$ cat src/joystick_view_cursor_accelerator_assert.svh
// ----------------------------------------------------------------------------
// joystick view cursor accelerator assertion macros
// shared concurrent assertion forms, sampled on clk, idle during reset
// ----------------------------------------------------------------------------
`ifndef JOYSTICK_VIEW_CURSOR_ACCELERATOR_ASSERT_SVH
`define JOYSTICK_VIEW_CURSOR_ACCELERATOR_ASSERT_SVH

// condition holds at every edge out of reset
`define JVCA_ASSERT_ALWAYS(label, cond) \
    label: assert property (@(posedge clk) disable iff (!rst_n) (cond)) \
        else $error("jvca assertion failed");

// antecedent implies consequent in the same cycle
`define JVCA_ASSERT_IMPL(label, ante, cons) \
    label: assert property (@(posedge clk) disable iff (!rst_n) (ante) |-> (cons)) \
        else $error("jvca assertion failed");

// antecedent implies consequent in the next cycle
`define JVCA_ASSERT_NEXT(label, ante, cons) \
    label: assert property (@(posedge clk) disable iff (!rst_n) (ante) |=> (cons)) \
        else $error("jvca assertion failed");

`endif

$ cat src/jvca_pkg.sv
`timescale 1ns / 1ps
// ----------------------------------------------------------------------------
// jvca_pkg
// shared types, constants and lookup functions of the view cursor accelerator
// ----------------------------------------------------------------------------
package jvca_pkg;

    localparam int SCREEN_WIDTH  = 1920;
    localparam int SCREEN_HEIGHT = 1200;
    localparam int HOLD_SAMPLES  = 10;

    localparam logic [7:0] CENTER_RAW = 8'd128;
    localparam logic [7:0] FLAT_LIMIT = 8'd23;
    localparam logic [7:0] WEAK_LIMIT = 8'd96;

    localparam logic [5:0] SUSTAIN_TOP   = 6'd60;
    localparam logic [5:0] SUSTAIN_WEAK  = 6'd15;
    localparam logic [2:0] STEP_WEAK     = 3'd2;
    localparam logic [2:0] STEP_AXIS_CAP = 3'd3;
    localparam logic [2:0] STEP_DIAG     = 3'd2;

    localparam logic [2:0] LEVEL_MIN = 3'd1;
    localparam logic [2:0] LEVEL_MAX = 3'd5;

    localparam logic [3:0]  HOLD_LIMIT  = 4'(HOLD_SAMPLES);
    localparam logic signed [12:0] POS_X_MIN = 13'(SCREEN_WIDTH / 2 + 2);
    localparam logic signed [12:0] POS_X_MAX = 13'(SCREEN_WIDTH);
    localparam logic signed [12:0] POS_Y_MAX = 13'(SCREEN_HEIGHT);

    localparam logic [2:0]  SPEED_RESET    = 3'd3;
    localparam logic [10:0] ORIGIN_X_RESET = 11'd1440;
    localparam logic [10:0] ORIGIN_Y_RESET = 11'd600;

    // configuration register indexes
    typedef enum logic [1:0] {
        REG_SPEED_LEVEL = 2'd0,
        REG_ORIGIN_X    = 2'd1,
        REG_ORIGIN_Y    = 2'd2
    } cfg_reg_t;

    typedef struct packed {
        logic [2:0]  speed_level;
        logic [10:0] origin_x;
        logic [10:0] origin_y;
    } cfg_t;

    typedef struct packed {
        logic [7:0]        raw_h;
        logic [7:0]        raw_v;
        logic signed [8:0] off_h;
        logic signed [8:0] off_v;
        logic [2:0]        pacing;
        logic [5:0]        sustain;
        logic [7:0]        prev_mag;
        logic [10:0]       pos_x;
        logic [10:0]       pos_y;
        logic              wrapped;
        logic [3:0]        hold;
    } state_t;

    typedef struct packed {
        logic [10:0] cursor_x;
        logic [10:0] cursor_y;
        logic        contact_on;
        logic        bounds_hold;
    } result_t;

    // samples per cursor move for levels 1..5
    function automatic logic [3:0] pace_for(input logic [2:0] lvl);
        logic [3:0] pace;
        begin
            case (lvl)
                3'd1:    pace = 4'd8;
                3'd2:    pace = 4'd6;
                3'd3:    pace = 4'd3;
                3'd4:    pace = 4'd2;
                3'd5:    pace = 4'd1;
                default: pace = 4'd1;
            endcase
            return pace;
        end
    endfunction

    // step size from the sustained deflection count
    function automatic logic [2:0] step_for(input logic [5:0] s);
        logic [2:0] st;
        begin
            if (s < 6'd15)      st = 3'd1;
            else if (s < 6'd20) st = 3'd2;
            else if (s < 6'd30) st = 3'd3;
            else if (s < 6'd40) st = 3'd4;
            else if (s < 6'd50) st = 3'd5;
            else if (s < 6'd60) st = 3'd6;
            else                st = 3'd7;
            return st;
        end
    endfunction

endpackage

$ cat src/jvca_core.sv
`timescale 1ns / 1ps
// ----------------------------------------------------------------------------
// jvca_core
// single-pass update of the cursor state from one axis sample
// ----------------------------------------------------------------------------
module jvca_core (
    input  jvca_pkg::state_t  state_cur,
    input  jvca_pkg::cfg_t    cfg,
    input  logic              axis_select,
    input  logic [7:0]        axis_value,
    output jvca_pkg::state_t  state_nxt,
    output jvca_pkg::result_t result
);

    logic                centered;
    logic                zero_off;
    logic [7:0]          mag_h;
    logic [7:0]          mag_v;
    logic signed [8:0]   off_v_eff;
    logic [2:0]          lvl;
    logic [3:0]          pace;
    logic [3:0]          pace_cnt;
    logic                fire;
    logic [5:0]          sus_inc;
    logic [2:0]          step;
    logic [2:0]          dx;
    logic [2:0]          dy;
    logic [10:0]         base_x;
    logic [10:0]         base_y;
    logic signed [12:0]  px;
    logic signed [12:0]  py;
    logic                out_of_bounds;
    logic [3:0]          hold_inc;
    logic                contact;

    always_comb
    begin
        state_nxt     = state_cur;
        off_v_eff     = '0;
        lvl           = cfg.speed_level;
        pace          = '0;
        pace_cnt      = '0;
        fire          = 1'b0;
        sus_inc       = '0;
        step          = '0;
        dx            = '0;
        dy            = '0;
        px            = '0;
        py            = '0;
        out_of_bounds = 1'b0;
        hold_inc      = '0;
        contact       = 1'b0;

        // latch the new raw sample and its centered offset
        if (!axis_select)
        begin
            state_nxt.raw_h = axis_value;
            state_nxt.off_h = $signed({1'b0, axis_value})
                            - $signed({1'b0, jvca_pkg::CENTER_RAW});
        end
        else
        begin
            state_nxt.raw_v = axis_value;
            state_nxt.off_v = $signed({1'b0, axis_value})
                            - $signed({1'b0, jvca_pkg::CENTER_RAW});
        end

        // both raw axes centered sends the cursor home
        centered = (state_nxt.raw_h == jvca_pkg::CENTER_RAW)
                && (state_nxt.raw_v == jvca_pkg::CENTER_RAW);
        base_x = centered ? cfg.origin_x : state_cur.pos_x;
        base_y = centered ? cfg.origin_y : state_cur.pos_y;
        state_nxt.pos_x = base_x;
        state_nxt.pos_y = base_y;

        mag_h = state_nxt.off_h[8] ? 8'(-state_nxt.off_h) : state_nxt.off_h[7:0];
        mag_v = state_nxt.off_v[8] ? 8'(-state_nxt.off_v) : state_nxt.off_v[7:0];
        zero_off = (state_nxt.off_h == 9'sd0) && (state_nxt.off_v == 9'sd0);

        if (zero_off)
        begin
            state_nxt.sustain = '0;
        end
        else
        begin
            // small vertical deflection counts as horizontal
            off_v_eff = (mag_v < jvca_pkg::FLAT_LIMIT) ? 9'sd0 : state_nxt.off_v;
            state_nxt.off_v = off_v_eff;

            // pacing divider
            if (lvl < jvca_pkg::LEVEL_MIN)
                lvl = jvca_pkg::LEVEL_MIN;
            if (lvl > jvca_pkg::LEVEL_MAX)
                lvl = jvca_pkg::LEVEL_MAX;
            pace     = jvca_pkg::pace_for(lvl);
            pace_cnt = {1'b0, state_cur.pacing} + 4'd1;
            fire     = !(pace_cnt < pace);

            if (!fire)
            begin
                state_nxt.pacing = pace_cnt[2:0];
            end
            else
            begin
                state_nxt.pacing = '0;

                // acceleration from sustained deflection
                sus_inc = state_cur.sustain + 6'd1;
                step    = jvca_pkg::step_for(sus_inc);
                state_nxt.sustain = (sus_inc >= jvca_pkg::SUSTAIN_TOP) ?
                                    (sus_inc - 6'd1) : sus_inc;
                if ((mag_h < state_cur.prev_mag) || (mag_h < jvca_pkg::WEAK_LIMIT))
                begin
                    state_nxt.sustain = jvca_pkg::SUSTAIN_WEAK;
                    step = jvca_pkg::STEP_WEAK;
                end
                state_nxt.prev_mag = mag_h;

                // per-axis step with caps for vertical and diagonal moves
                if (off_v_eff == 9'sd0)
                begin
                    dx = step;
                end
                else if (state_nxt.off_h == 9'sd0)
                begin
                    dy = (step > jvca_pkg::STEP_AXIS_CAP) ? jvca_pkg::STEP_AXIS_CAP : step;
                end
                else
                begin
                    dx = (step > jvca_pkg::STEP_AXIS_CAP) ? jvca_pkg::STEP_DIAG : step;
                    dy = dx;
                end

                px = state_nxt.off_h[8] ? ($signed({2'b0, base_x}) - $signed({10'b0, dx}))
                                        : ($signed({2'b0, base_x}) + $signed({10'b0, dx}));
                py = off_v_eff[8] ? ($signed({2'b0, base_y}) - $signed({10'b0, dy}))
                                  : ($signed({2'b0, base_y}) + $signed({10'b0, dy}));

                // leaving the right-half bounds wraps to the origin
                out_of_bounds = (py > jvca_pkg::POS_Y_MAX) || py[12]
                             || (px < jvca_pkg::POS_X_MIN) || (px > jvca_pkg::POS_X_MAX);
                if (out_of_bounds)
                begin
                    state_nxt.pos_x   = cfg.origin_x;
                    state_nxt.pos_y   = cfg.origin_y;
                    state_nxt.wrapped = 1'b1;
                end
                else
                begin
                    state_nxt.pos_x = px[10:0];
                    state_nxt.pos_y = py[10:0];
                end
            end
        end

        // contact with post-wrap hold
        if (centered)
        begin
            contact = 1'b0;
        end
        else if (state_nxt.wrapped)
        begin
            hold_inc = state_cur.hold + 4'd1;
            if (hold_inc < jvca_pkg::HOLD_LIMIT)
            begin
                state_nxt.hold = hold_inc;
                contact = 1'b0;
            end
            else
            begin
                state_nxt.hold    = '0;
                state_nxt.wrapped = 1'b0;
                contact = 1'b1;
            end
        end
        else
        begin
            contact = 1'b1;
        end

        result.cursor_x    = state_nxt.pos_x;
        result.cursor_y    = state_nxt.pos_y;
        result.contact_on  = contact;
        result.bounds_hold = state_nxt.wrapped;
    end

endmodule

$ cat src/joystick_view_cursor_accelerator.sv
`timescale 1ns / 1ps
// The result register loads from the input register through the update logic when the
// result side can advance. Throughput: one beat per cycle while out_ready holds; the
// cursor state updates in one pass per beat, set by that register to register path.
// Register writes wait while a sample beat sits in the input register.
// Reset: rst_n clears all control state, speed level 3, origin (1440, 600),
// cursor at the origin, contact hold cleared; no clearing pass is needed.
// ----------------------------------------------------------------------------
// joystick_view_cursor_accelerator
// right-stick view cursor with pacing, acceleration and bounds wrap
// ----------------------------------------------------------------------------
`include "joystick_view_cursor_accelerator_assert.svh"

module joystick_view_cursor_accelerator (
    input  logic        clk,
    input  logic        rst_n,
    // sample channel
    input  logic        in_valid,
    output logic        in_ready,
    input  logic        axis_select,
    input  logic [7:0]  axis_value,
    // result channel
    output logic        out_valid,
    input  logic        out_ready,
    output logic [10:0] cursor_x,
    output logic [10:0] cursor_y,
    output logic        contact_on,
    output logic        bounds_hold,
    // configuration channel
    input  logic        cfg_valid,
    output logic        cfg_ready,
    input  logic [1:0]  cfg_index,
    input  logic [10:0] cfg_data
);

    logic               s1_valid_reg;
    logic               s1_select_reg;
    logic [7:0]         s1_value_reg;
    logic               out_valid_reg;
    jvca_pkg::result_t  result_reg;
    jvca_pkg::state_t   state_reg;
    jvca_pkg::state_t   state_next;
    jvca_pkg::cfg_t     cfg_reg;
    jvca_pkg::cfg_t     cfg_next;
    jvca_pkg::state_t   core_state;
    jvca_pkg::result_t  core_result;
    jvca_pkg::cfg_reg_t cfg_sel;
    logic               advance;
    logic               step_en;
    logic               cfg_wr;

    // handshake control
    assign advance   = !out_valid_reg || out_ready;
    assign step_en   = s1_valid_reg && advance;
    assign in_ready  = !s1_valid_reg || advance;
    assign cfg_ready = !s1_valid_reg;
    assign cfg_wr    = cfg_valid && cfg_ready;
    assign cfg_sel   = jvca_pkg::cfg_reg_t'(cfg_index);

    jvca_core u_core (
        .state_cur   (state_reg),
        .cfg         (cfg_reg),
        .axis_select (s1_select_reg),
        .axis_value  (s1_value_reg),
        .state_nxt   (core_state),
        .result      (core_result)
    );

    // state and configuration update
    always_comb
    begin
        state_next = state_reg;
        cfg_next   = cfg_reg;
        if (step_en)
        begin
            state_next = core_state;
        end
        else if (cfg_wr)
        begin
            case (cfg_sel)
                jvca_pkg::REG_SPEED_LEVEL:
                begin
                    cfg_next.speed_level = cfg_data[2:0];
                end
                jvca_pkg::REG_ORIGIN_X:
                begin
                    cfg_next.origin_x = cfg_data;
                    state_next.pos_x  = cfg_data;
                    state_next.pos_y  = cfg_reg.origin_y;
                end
                jvca_pkg::REG_ORIGIN_Y:
                begin
                    cfg_next.origin_y = cfg_data;
                    state_next.pos_x  = cfg_reg.origin_x;
                    state_next.pos_y  = cfg_data;
                end
                default:
                begin
                    cfg_next = cfg_reg;
                end
            endcase
        end
    end

    always_ff @(posedge clk or negedge rst_n)
    begin
        if (!rst_n)
        begin
            cfg_reg.speed_level <= jvca_pkg::SPEED_RESET;
            cfg_reg.origin_x    <= jvca_pkg::ORIGIN_X_RESET;
            cfg_reg.origin_y    <= jvca_pkg::ORIGIN_Y_RESET;
            state_reg.raw_h     <= jvca_pkg::CENTER_RAW;
            state_reg.raw_v     <= jvca_pkg::CENTER_RAW;
            state_reg.off_h     <= '0;
            state_reg.off_v     <= '0;
            state_reg.pacing    <= '0;
            state_reg.sustain   <= '0;
            state_reg.prev_mag  <= '0;
            state_reg.pos_x     <= jvca_pkg::ORIGIN_X_RESET;
            state_reg.pos_y     <= jvca_pkg::ORIGIN_Y_RESET;
            state_reg.wrapped   <= 1'b0;
            state_reg.hold      <= '0;
        end
        else
        begin
            cfg_reg   <= cfg_next;
            state_reg <= state_next;
        end
    end

    // input register
    always_ff @(posedge clk or negedge rst_n)
    begin
        if (!rst_n)
        begin
            s1_valid_reg <= 1'b0;
        end
        else if (in_ready)
        begin
            s1_valid_reg <= in_valid;
        end
    end

    always_ff @(posedge clk)
    begin
        if (in_valid && in_ready)
        begin
            s1_select_reg <= axis_select;
            s1_value_reg  <= axis_value;
        end
    end

    // result register
    always_ff @(posedge clk or negedge rst_n)
    begin
        if (!rst_n)
        begin
            out_valid_reg <= 1'b0;
        end
        else if (advance)
        begin
            out_valid_reg <= s1_valid_reg;
        end
    end

    always_ff @(posedge clk)
    begin
        if (step_en)
        begin
            result_reg <= core_result;
        end
    end

    assign out_valid   = out_valid_reg;
    assign cursor_x    = result_reg.cursor_x;
    assign cursor_y    = result_reg.cursor_y;
    assign contact_on  = result_reg.contact_on;
    assign bounds_hold = result_reg.bounds_hold;

    // assertions
    `JVCA_ASSERT_IMPL(a_contact_not_held, out_valid_reg, !(contact_on && bounds_hold))
    `JVCA_ASSERT_IMPL(a_hold_needs_wrap, state_reg.hold != 4'd0, state_reg.wrapped)
    `JVCA_ASSERT_ALWAYS(a_sustain_range, state_reg.sustain < jvca_pkg::SUSTAIN_TOP)
    `JVCA_ASSERT_NEXT(a_no_phantom_result, !out_valid_reg && !s1_valid_reg, !out_valid_reg)

endmodule

$ cat config.mk
export PLATFORM = sky130hd
export DESIGN_NAME = joystick_view_cursor_accelerator
export DESIGN_NICKNAME = d
export VERILOG_FILES = /design/src/jvca_pkg.sv /design/src/jvca_core.sv /design/src/joystick_view_cursor_accelerator.sv
export VERILOG_INCLUDE_DIRS = /design/src /design/src/src
export SDC_FILE = /design/constraint.sdc
export NUM_CORES = 1
export LEC_CHECK = 0
export ABC_AREA = 1
export BUFFER_PORTS_ARGS = -buffer_cell sky130_fd_sc_hd__buf_4
export CAP_MARGIN = 20
export CORE_MARGIN = 2
export CORE_UTILIZATION = 25
export DETAILED_ROUTE_END_ITERATION = 12
export PLACE_DENSITY_LB_ADDON = 0.1
export SETUP_SLACK_MARGIN = 0.05
export SLEW_MARGIN = 20
export SYNTH_ARGS = -nofsm -noshare
export SYNTH_HDL_FRONTEND = slang
export SYNTH_HIERARCHICAL = 1
export SYNTH_SLANG_ARGS = --single-unit
$ cat constraint.sdc
create_clock -name clk -period 7.2 [get_ports clk]
set_input_delay 0 -clock clk [delete_from_list [all_inputs] [get_ports clk]]
set_output_delay 0 -clock clk [all_outputs]
set_load 0.02 [all_outputs]
==> flow_summary.toml, run 1 <==
[synth]
yosysUniqueCellTypes = 47
syn_avg_cell_area_um2 = 6.65
syn_area_um2 = 10100
synth_mux_area_frac = 0
yosysSeqAreaShare = 0.360
ys_ff_latch = 138
netlist_instances = 1524
synthTopCellsByArea = "nand2_1 24%, dfrtp_1 21%, edfxtp_1 9.8%, inv_1 6.3%, nand3_1 5.9%"
yosysTopAreaCellShare = 0.238
synthXorXnorAreaFrac = 0.0164
synth_simple_gate_area_share = 0.381
synth_top_family_by_area = "simple AND/OR/NAND/NOR gates"
yosys_warnings = 6
syn-num-nets = 1583
synth_compound_area_frac = 0.0793
synth-adder-area-share = 0.0425
synth_area_leader_cell = "nand2_1"

[sta]
min_period_over_period = 0.879
whs_ns = 0.0222
fin_worst_skew_ns = 0.00850
slew_headroom = 0.387
drv_slew = 0
hold_viol = 0
worst_slew_pin_slew_ns = 0.920
rsz0062_at_grt = "false"
max_freq_ghz = 0.158
fin_setup_tns_ns = 0
setup_viol_count_final = 0
min_period_ns = 6.33

[critical_path]
critPathArrivalTime_ns = 6.72
start_kind = "flop"
timing.critical_path.slowest_cell_delay_ns = 0.49
cp_slowest_cell = "edfxtp_1"
worstSetupPathType = "reg -> reg"
critPathCaptureType = "flop"
critPathMaxFanout = 23
cp_common_cell = "nand2_1"
cp.required_ns = 7.59

[grt]
grt_overflow = 0
grt_max_degree = 67
gr-usage-all-layers = 0.164
grt_pass1_wl_um = 52900
antenna_found_initial = 0
grt_pass1_vias = 8932

[placement]
dp_hpwl_um = 22800
dp_cells = 2032
place_congestion = 0.851
port_buffers = 53

[power]
peakVddDrop_v = 0.000183
power_leakage_nw = 6.13
powerDensity_nw_per_um2 = 433
p_total_mw = 5.05

[cts]
cts-root-buf = "clkbuf_16"
cts_htree_levels = 4
worstSkewPairLatency_ns = 0.45
cts_sinks = 138
numCtsBuffers = 17
cts_tree = "done"
cts_buffer_depth = 2
path_clk_slew_ns = 0.06

[layout]
largest_register_ffs = 78
final_cell_mix = "641 x nand2_1, 169 x inv_1, 120 x nand3_1"
fill_cells = 4457
layout_commonest_cell = "nand2_1"
stdcell_count = 2090
diodes = 0
drive_above_1_share = 0.114
nets = 1613
syn_to_final_growth_pct = 15.1

[route]
wirelength_um = 33700
drtPass1Iterations = 5
route.detailed.wl_per_inst_um = 16.1
postRouteAntennaNets = 0
drc = 0
drt-vias-per-instance = 4.54
vias = 9480
first_iter_violations = 704

[die]
row_count = 73
die_w_um = 205
die_h_um = 205
core_um2 = 39800
start_util = 0.254
dieArea_um2 = 42100
ios = 54

[run_status]
status = "complete, no violations"

[run]
cap_violations = 0

[min_path]
hp-class = "in -> reg"
critical path, delay by kind of cell (launching register included):
| family | cells | cell delay (ns) |
|---|---|---|
| adders and majority gates | 2 | 0.73 |
| buffers and inverters | 8 | 1.13 |
| AOI/OAI and AO/OA | 11 | 1.73 |
| and+or+nand+nor | 21 | 2.20 |
| DFF | 1 | 0.49 |
Yosys cell counts (all sizes together):
library cell / number
a21boi: 2
a21o: 1
a21oi: 20
a22oi: 2
a31o: 1
a31oi: 2
and2: 2
buf: 70
clkbuf: 12
clkinv: 1
conb: 2
dfrtp: 85
dfstp: 20
edfxtp: 33
fa: 4
ha: 28
inv: 190
nand2: 657
nand3: 123
nand3b: 3
nand4: 34
nor2: 89
nor3: 8
nor3b: 1
o211ai: 4
o21a: 3
o21ai: 100
o21bai: 1
o221ai: 1
o31a: 1
o31ai: 2
o32ai: 2
or2: 1
xnor2: 4
xor2: 15
path summary, 6_finish.rpt:
kind	endpoint	start	slack, ns	cells after the start
max in group asynchronous	state_reg[16]	rst_n	5.71	3
setup / recovery	state_reg[24]	s1_select_reg	0.87	42
hold / removal	cfg_reg[24]	cfg_data[2]	0.02	3
min in group asynchronous	state_reg[65]	rst_n	0.15	2
hold reg to reg	state_reg[77]	state_reg[77]	0.47	2
setup reg to reg	state_reg[24]	s1_select_reg	0.87	42
report_power, final:
part | total (mW) | leakage (nW) | switching [mW] | internal (mW)
combinational | 2.75 | 4.24 | 1.84 | 0.906
sequential | 1.36 | 1.61 | 0.200 | 1.16
clock | 0.942 | 0.286 | 0.360 | 0.582
logic make-up (layout without fill, tap and decap cells):
group | after synthesis | in the layout
AOI/OAI and AO/OA | 142 | 142
xor gates and xnor gates | 19 | 19
adders and majority gates | 32 | 32
buffers and inverters | 273 | 314
DFF | 138 | 138
other | 2 | 2
and+or+nand+nor | 918 | 918
timing repair:
item | 4_1_cts | 5_1_grt
hold endpoints to repair | 74 | 0
hold buffers | 23 | 0
gates resized for setup | 0 | 2
setup buffers | 0 | 5
setup endpoints to repair | 0 | 43
through the flow:
stage	instance area, µm²	util	setup slack [ns]
2_1_floorplan	10100	-	1.67
3_3_place_gp	10800	0.271	0.548
3_5_place_dp	10800	0.271	0.483
4_1_cts	11600	0.291	0.425
5_1_grt	11700	0.293	0.116
6_report	11700	0.293	0.869
cell type report:
type	count	area (µm²)	area share
clock inverter	9	149	0.0128
sequential	138	3640	0.313
timing repair buffer	93	756	0.0648
tap	525	657	0.0564
inverter	191	723	0.0621
clock buffer	21	450	0.0387
multi-input combinational	1113	5280	0.453
routing by layer:
metal  vias up  GRT usage  wire length, µm
li1       4827          -                -
met1      4429      0.239            17300
met2       203      0.247            14600
met3        21     0.0299             1460
met4         0     0.0447              413
met5         -          0                0
Power figures use the tool's default switching activity.
==> inputs of run 2 (changes only) <==
--- a/config.mk
+++ b/config.mk
@@ -8,7 +8,6 @@
 export LEC_CHECK = 0
 export ABC_AREA = 1
 export BUFFER_PORTS_ARGS = -buffer_cell sky130_fd_sc_hd__buf_4
-export CAP_MARGIN = 20
 export CORE_MARGIN = 2
 export CORE_UTILIZATION = 25
 export DETAILED_ROUTE_END_ITERATION = 12
@@ -17,5 +16,4 @@
 export SLEW_MARGIN = 20
 export SYNTH_ARGS = -nofsm -noshare
 export SYNTH_HDL_FRONTEND = slang
-export SYNTH_HIERARCHICAL = 1
 export SYNTH_SLANG_ARGS = --single-unit
==> flow_summary.toml, run 2 <==
[synth]
synth_edf_count = 33
synth_area_leader_cell = "dfrtp_1"
ys_ff_latch = 138
syn_avg_cell_area_um2 = 6.93
synthTopCellsByCount = "439 x nand2_1, 183 x inv_1, 132 x nand3_1, 132 x o21ai_0, 99 x nor2_1"
synthArstFlopShare = 0.761
yosys.cell_count.top_type = "nand2_1"
synth_ff_type = "dfrtp_1"
netlist_instances = 1399
yosysTopAreaCellShare = 0.219
syn_area_um2 = 9700
yosysSeqAreaShare = 0.376
synthTopCellsByArea = "dfrtp_1 22%, nand2_1 17%, edfxtp_1 10%, inv_1 7.1%, nand3_1 6.8%"
syn-num-nets = 1458
yosys_warnings = 0
yosysUniqueCellTypes = 44

[grt]
antenna_found_initial = 0
grt_pass1_wl_um = 50500
grt_overflow = 0
gr-usage-all-layers = 0.160
grt_max_degree = 82
grt_pass1_vias = 8848

[placement]
place_congestion = 0.809
dp_cells = 1934
dp_hpwl_um = 21600
port_buffers = 53

[cts]
cts_buffer_depth = 2
cts_tree = "done"
cts_sinks = 138
cts_htree_levels = 4
cts-root-buf = "clkbuf_16"
path_clk_slew_ns = 0.06
numCtsBuffers = 17
worstSkewPairLatency_ns = 0.44

[layout]
drive_above_1_share = 0.131
fill_cells = 4247
stdcell_count = 1999
diodes = 0
nets = 1527
final_cell_mix = "438 x nand2_1, 183 x inv_1, 132 x nand3_1"
syn_to_final_growth_pct = 19.2
layout_commonest_cell = "nand2_1"
largest_register_ffs = 78
final_core_util = 0.301

[critical_path]
r2r-start = "s1_select_reg"
cp_slowest_cell = "edfxtp_1"
critPathCaptureType = "flop"
critPathLaunch = "s1_select_reg"
reg2reg_depth = 39
critPathMaxFanout = 18
cp.required_ns = 7.38
critPathArrivalTime_ns = 6.56
r2r-end = "cursor_x[3]"
timing.critical_path.slowest_cell_delay_ns = 0.47
critPathCapture = "cursor_x[3]"
start_kind = "flop"
cp_common_cell = "nand2_1"
r2r_setup_slack_ns = 0.82
worstSetupPathType = "reg -> reg"

[die]
row_count = 72
start_util = 0.252
dieArea_um2 = 40400
die_h_um = 201
core_um2 = 38500
ios = 54
die_w_um = 201

[route]
postRouteAntennaNets = 0
drtPass1Iterations = 5
vias = 9098
first_iter_violations = 742
wl_met2_um = 13500
wl_met3_um = 1130
wirelength_um = 31800
drt-vias-per-instance = 4.55
drc = 0
route.detailed.wl_per_inst_um = 15.9
wl_met1_um = 16600
topRoutingLayerUsed = "met4"

[run_status]
status = "complete, no violations"

[power]
peakVddDrop_v = 0.000215
power_leakage_nw = 5.70
powerDensity_nw_per_um2 = 465
p_total_mw = 5.37

[sta]
slew_headroom = 0.370
drv_slew = 0
setup_viol_count_final = 0
min_period_ns = 6.38
whs_ns = 0.0446
max_freq_ghz = 0.157
hold_viol = 0
fin_setup_tns_ns = 0
worst_slew_pin_slew_ns = 0.944
fin_worst_skew_ns = 0.0170
min_period_over_period = 0.886
rsz0062_at_grt = "false"

[min_path]
hp-class = "in -> reg"

[run]
cap_violations = 0
[run 2: cell types whose count changed after synthesis, sizes merged, moves of 4 or more]
cell | previous run | this run
nand2 | 657 | 454
o21ai | 100 | 152
buf | 70 | 20
nand3 | 123 | 154
nand4 | 34 | 9
clkbuf | 12 | 33
nor2 | 89 | 110
a21oi | 20 | 32
a31oi | 2 | 7
o211ai | 4 | 0
[run 2: per-layer routing]
| metal | track usage | up-vias |
|---|---|---|
| met5 | 0 | - |
| met4 | 0.0442 | 0 |
| met3 | 0.0205 | 28 |
| met2 | 0.244 | 184 |
| met1 | 0.237 | 4258 |
| li1 | - | 4628 |
[run 2: worst min path at each step]
stage	start	end	slack [ns]	cells after the start
after floorplan	rst_n	cfg_reg[0]	-0.30	0
after global placement	rst_n	state_reg[55]	0.08	1
after detailed placement	rst_n	state_reg[55]	0.07	1
after CTS	cfg_index[1]	cfg_reg[16]	0.03	5
after global routing	cfg_index[1]	cfg_reg[21]	0.07	5
final	cfg_index[1]	cfg_reg[18]	0.04	5
[run 2: final cells by class]
cell class | instances | area, µm² | area share
multi-input combinational | 1016 | 5110 | 0.442
clock buffer | 20 | 447 | 0.0386
clock inverter | 12 | 148 | 0.0128
tap | 518 | 648 | 0.0561
timing repair buffer | 101 | 833 | 0.0721
inverter | 194 | 733 | 0.0634
sequential | 138 | 3640 | 0.315
[run 2: cell families after synthesis]
kind of cell / after synthesis / synth area share
other cells: 2 / 0.000774
flops: 138 / 0.376
fa+ha+maj: 32 / 0.0444
compound gates: 214 / 0.119
xor+xnor: 19 / 0.0172
buf+inv: 247 / 0.105
simple gates: 747 / 0.338
[run 2: timing repair]
item                                    in CTS  in global routing
hold buffers                                25                  0
buffers inserted                             0                  6
hold endpoints to repair                    72                  0
gates resized for setup                      0                  9
endpoints found under the setup margin       0                 51
[run 2: through the flow]
step                      setup slack (ns)  cell area (µm²)
final                                0.823            11600
after global routing                0.0531            11600
after CTS                            0.325            11400
after detailed placement             0.349            10600
after global placement               0.558            10600
after floorplan                       1.82             9700
[run 2: power breakdown]
group	internal (mW)	leakage, nW	switching, mW	total [mW]
clock	0.554	0.290	0.378	0.932
combinational	1.02	3.84	2.09	3.11
sequential	1.18	1.57	0.152	1.33
total	2.75	5.70	2.62	5.37
[run 2: worst max-delay path, delay by kind of cell (launching register included)]
kind | cells | cell delay (ns)
simple gates | 22 | 2.68
xor+xnor | 1 | 0.16
compound gates | 6 | 1.11
flops | 1 | 0.47
buf+inv | 7 | 0.94
fa+ha+maj | 3 | 0.76
==> inputs of run 3 (changes only) <==
--- a/config.mk
+++ b/config.mk
@@ -9,7 +9,7 @@
 export ABC_AREA = 1
 export BUFFER_PORTS_ARGS = -buffer_cell sky130_fd_sc_hd__buf_4
 export CORE_MARGIN = 2
-export CORE_UTILIZATION = 25
+export CORE_UTILIZATION = 59
 export DETAILED_ROUTE_END_ITERATION = 12
 export PLACE_DENSITY_LB_ADDON = 0.1
 export SETUP_SLACK_MARGIN = 0.05
==> flow_summary.toml, run 3 (synthesis results as in run 2) <==
[grt]
grt_max_degree = 82
grt_pass1_vias = 8358
grt_overflow = 0
grt_pass1_wl_um = 41800
antenna_found_initial = 0
gr-usage-all-layers = 0.297

[sta]
worst_slew_pin_slew_ns = 0.973
min_period_ns = 6.34
whs_ns = 0.0237
max_freq_ghz = 0.158
worst_slack_ns = 0.858
fin_setup_tns_ns = 0
setup_viol_count_final = 0
drv_slew = 0
rsz0062_at_grt = "false"
min_period_over_period = 0.881
slew_headroom = 0.349
hold_viol = 0
fin_worst_skew_ns = 0.0107

[power]
power_leakage_nw = 5.68
peakVddDrop_v = 0.000244
powerDensity_nw_per_um2 = 466

[critical_path]
crit_family = "simple AND/OR/NAND/NOR gates"
r2r_setup_slack_ns = 0.86
worstSetupPathType = "reg -> reg"
cp.required_ns = 7.37
crit_buf_inv = 7
timing.critical_path.slowest_cell_delay_ns = 0.47
cp_slowest_cell = "edfxtp_1"
critPathMaxFanout = 18
start_kind = "flop"
critPathArrivalTime_ns = 6.51
critPathLaunch = "s1_select_reg"
cp.depth = 36
reg2reg_depth = 36
critPathCaptureType = "flop"
r2r-start = "s1_select_reg"
critPathCapture = "cursor_x[10]"
cp_common_cell = "nand2_1"
r2r-end = "cursor_x[10]"

[layout]
diodes = 0
syn_to_final_growth_pct = 14.9
stdcell_area_um2 = 11100
stdcell_count = 1693
drive_above_1_share = 0.129
final_cell_mix = "438 x nand2_1, 183 x inv_1, 132 x nand3_1"
largest_register_ffs = 78
nets = 1523
layout_commonest_cell = "nand2_1"

[cts]
cts-root-buf = "clkbuf_16"
cts_tree = "done"
path_clk_slew_ns = 0.07
worstSkewPairLatency_ns = 0.43
cts_buffer_depth = 2
numCtsBuffers = 17
cts_htree_levels = 4
cts_sinks = 138

[placement]
dp_cells = 1628
place_congestion = 0.935
port_buffers = 53
dp_hpwl_um = 17100
preCtsSetupSlack_ns = 0.421
dpl_cell_area_um2 = 10200

[die]
die_h_um = 132
ios = 54
dieArea_um2 = 17500
die_w_um = 132
start_util = 0.606
row_count = 46
core_um2 = 16000

[min_path]
hp-class = "in -> reg"
hp-start = "cfg_valid"

[route]
drtPass1Iterations = 6
wirelength_um = 25700
route.detailed.wl_per_inst_um = 15.2
drc = 0
drt-vias-per-instance = 5.48
vias = 9285
first_iter_violations = 991
postRouteAntennaNets = 0

[run_status]
status = "complete, no violations"

[run]
cap_violations = 0
[run 3: worst reg2reg max path: cells and delay by family, from the launching register on]
kind	cells	cell delay [ns]
XOR/XNOR	1	0.17
adder cells (fa/ha/maj)	3	1.01
flip-flops	1	0.47
buffers and inverters	7	0.91
AO/OA/AOI/OAI	5	1.00
AND/OR/NAND/NOR	20	2.55
[run 3: cell type report]
cell class	instances	area, µm²
clock buffer	17	425
multi-input combinational	1015	5090
tap	216	270
fill	1381	4850
timing repair buffer	98	815
clock inverter	15	174
sequential	138	3640
inverter	194	732
[run 3: what timing repair did]
action                     4_1_cts  5_1_grt
hold buffers                    25        0
hold endpoints to repair        81        0
setup endpoints to repair        0       51
gates resized for setup          0        7
buffers inserted                 0        7
[run 3: how the worst min path moves through the flow]
stage                               to  depth (start not counted)
after floorplan             cfg_reg[0]                          0
after global placement    state_reg[2]                          1
after detailed placement  state_reg[2]                          1
after CTS                  cfg_reg[23]                          3
after global routing       cfg_reg[23]                          3
final                      cfg_reg[23]                          3
[run 3: layer usage]
layer,vias up,wire [µm],GRT usage
li1,4619,-,-
met1,4237,11700,0.427
met2,396,11400,0.459
met3,33,2200,0.0661
met4,0,362,0.0741
met5,-,0,0
[run 3: stage by stage]
stage                     total power [mW]  utilization
after floorplan                       3.46            -
after CTS                             5.07        0.690
after global placement                4.12        0.637
after detailed placement              4.15        0.637
final                                 5.20        0.697
after global routing                  5.65        0.697
[run 3: report_power, final]
part           leakage, nW  switching [mW]  internal [mW]
clock network        0.291           0.395          0.495
registers             1.57           0.142           1.18
logic                 3.82            1.98           1.00
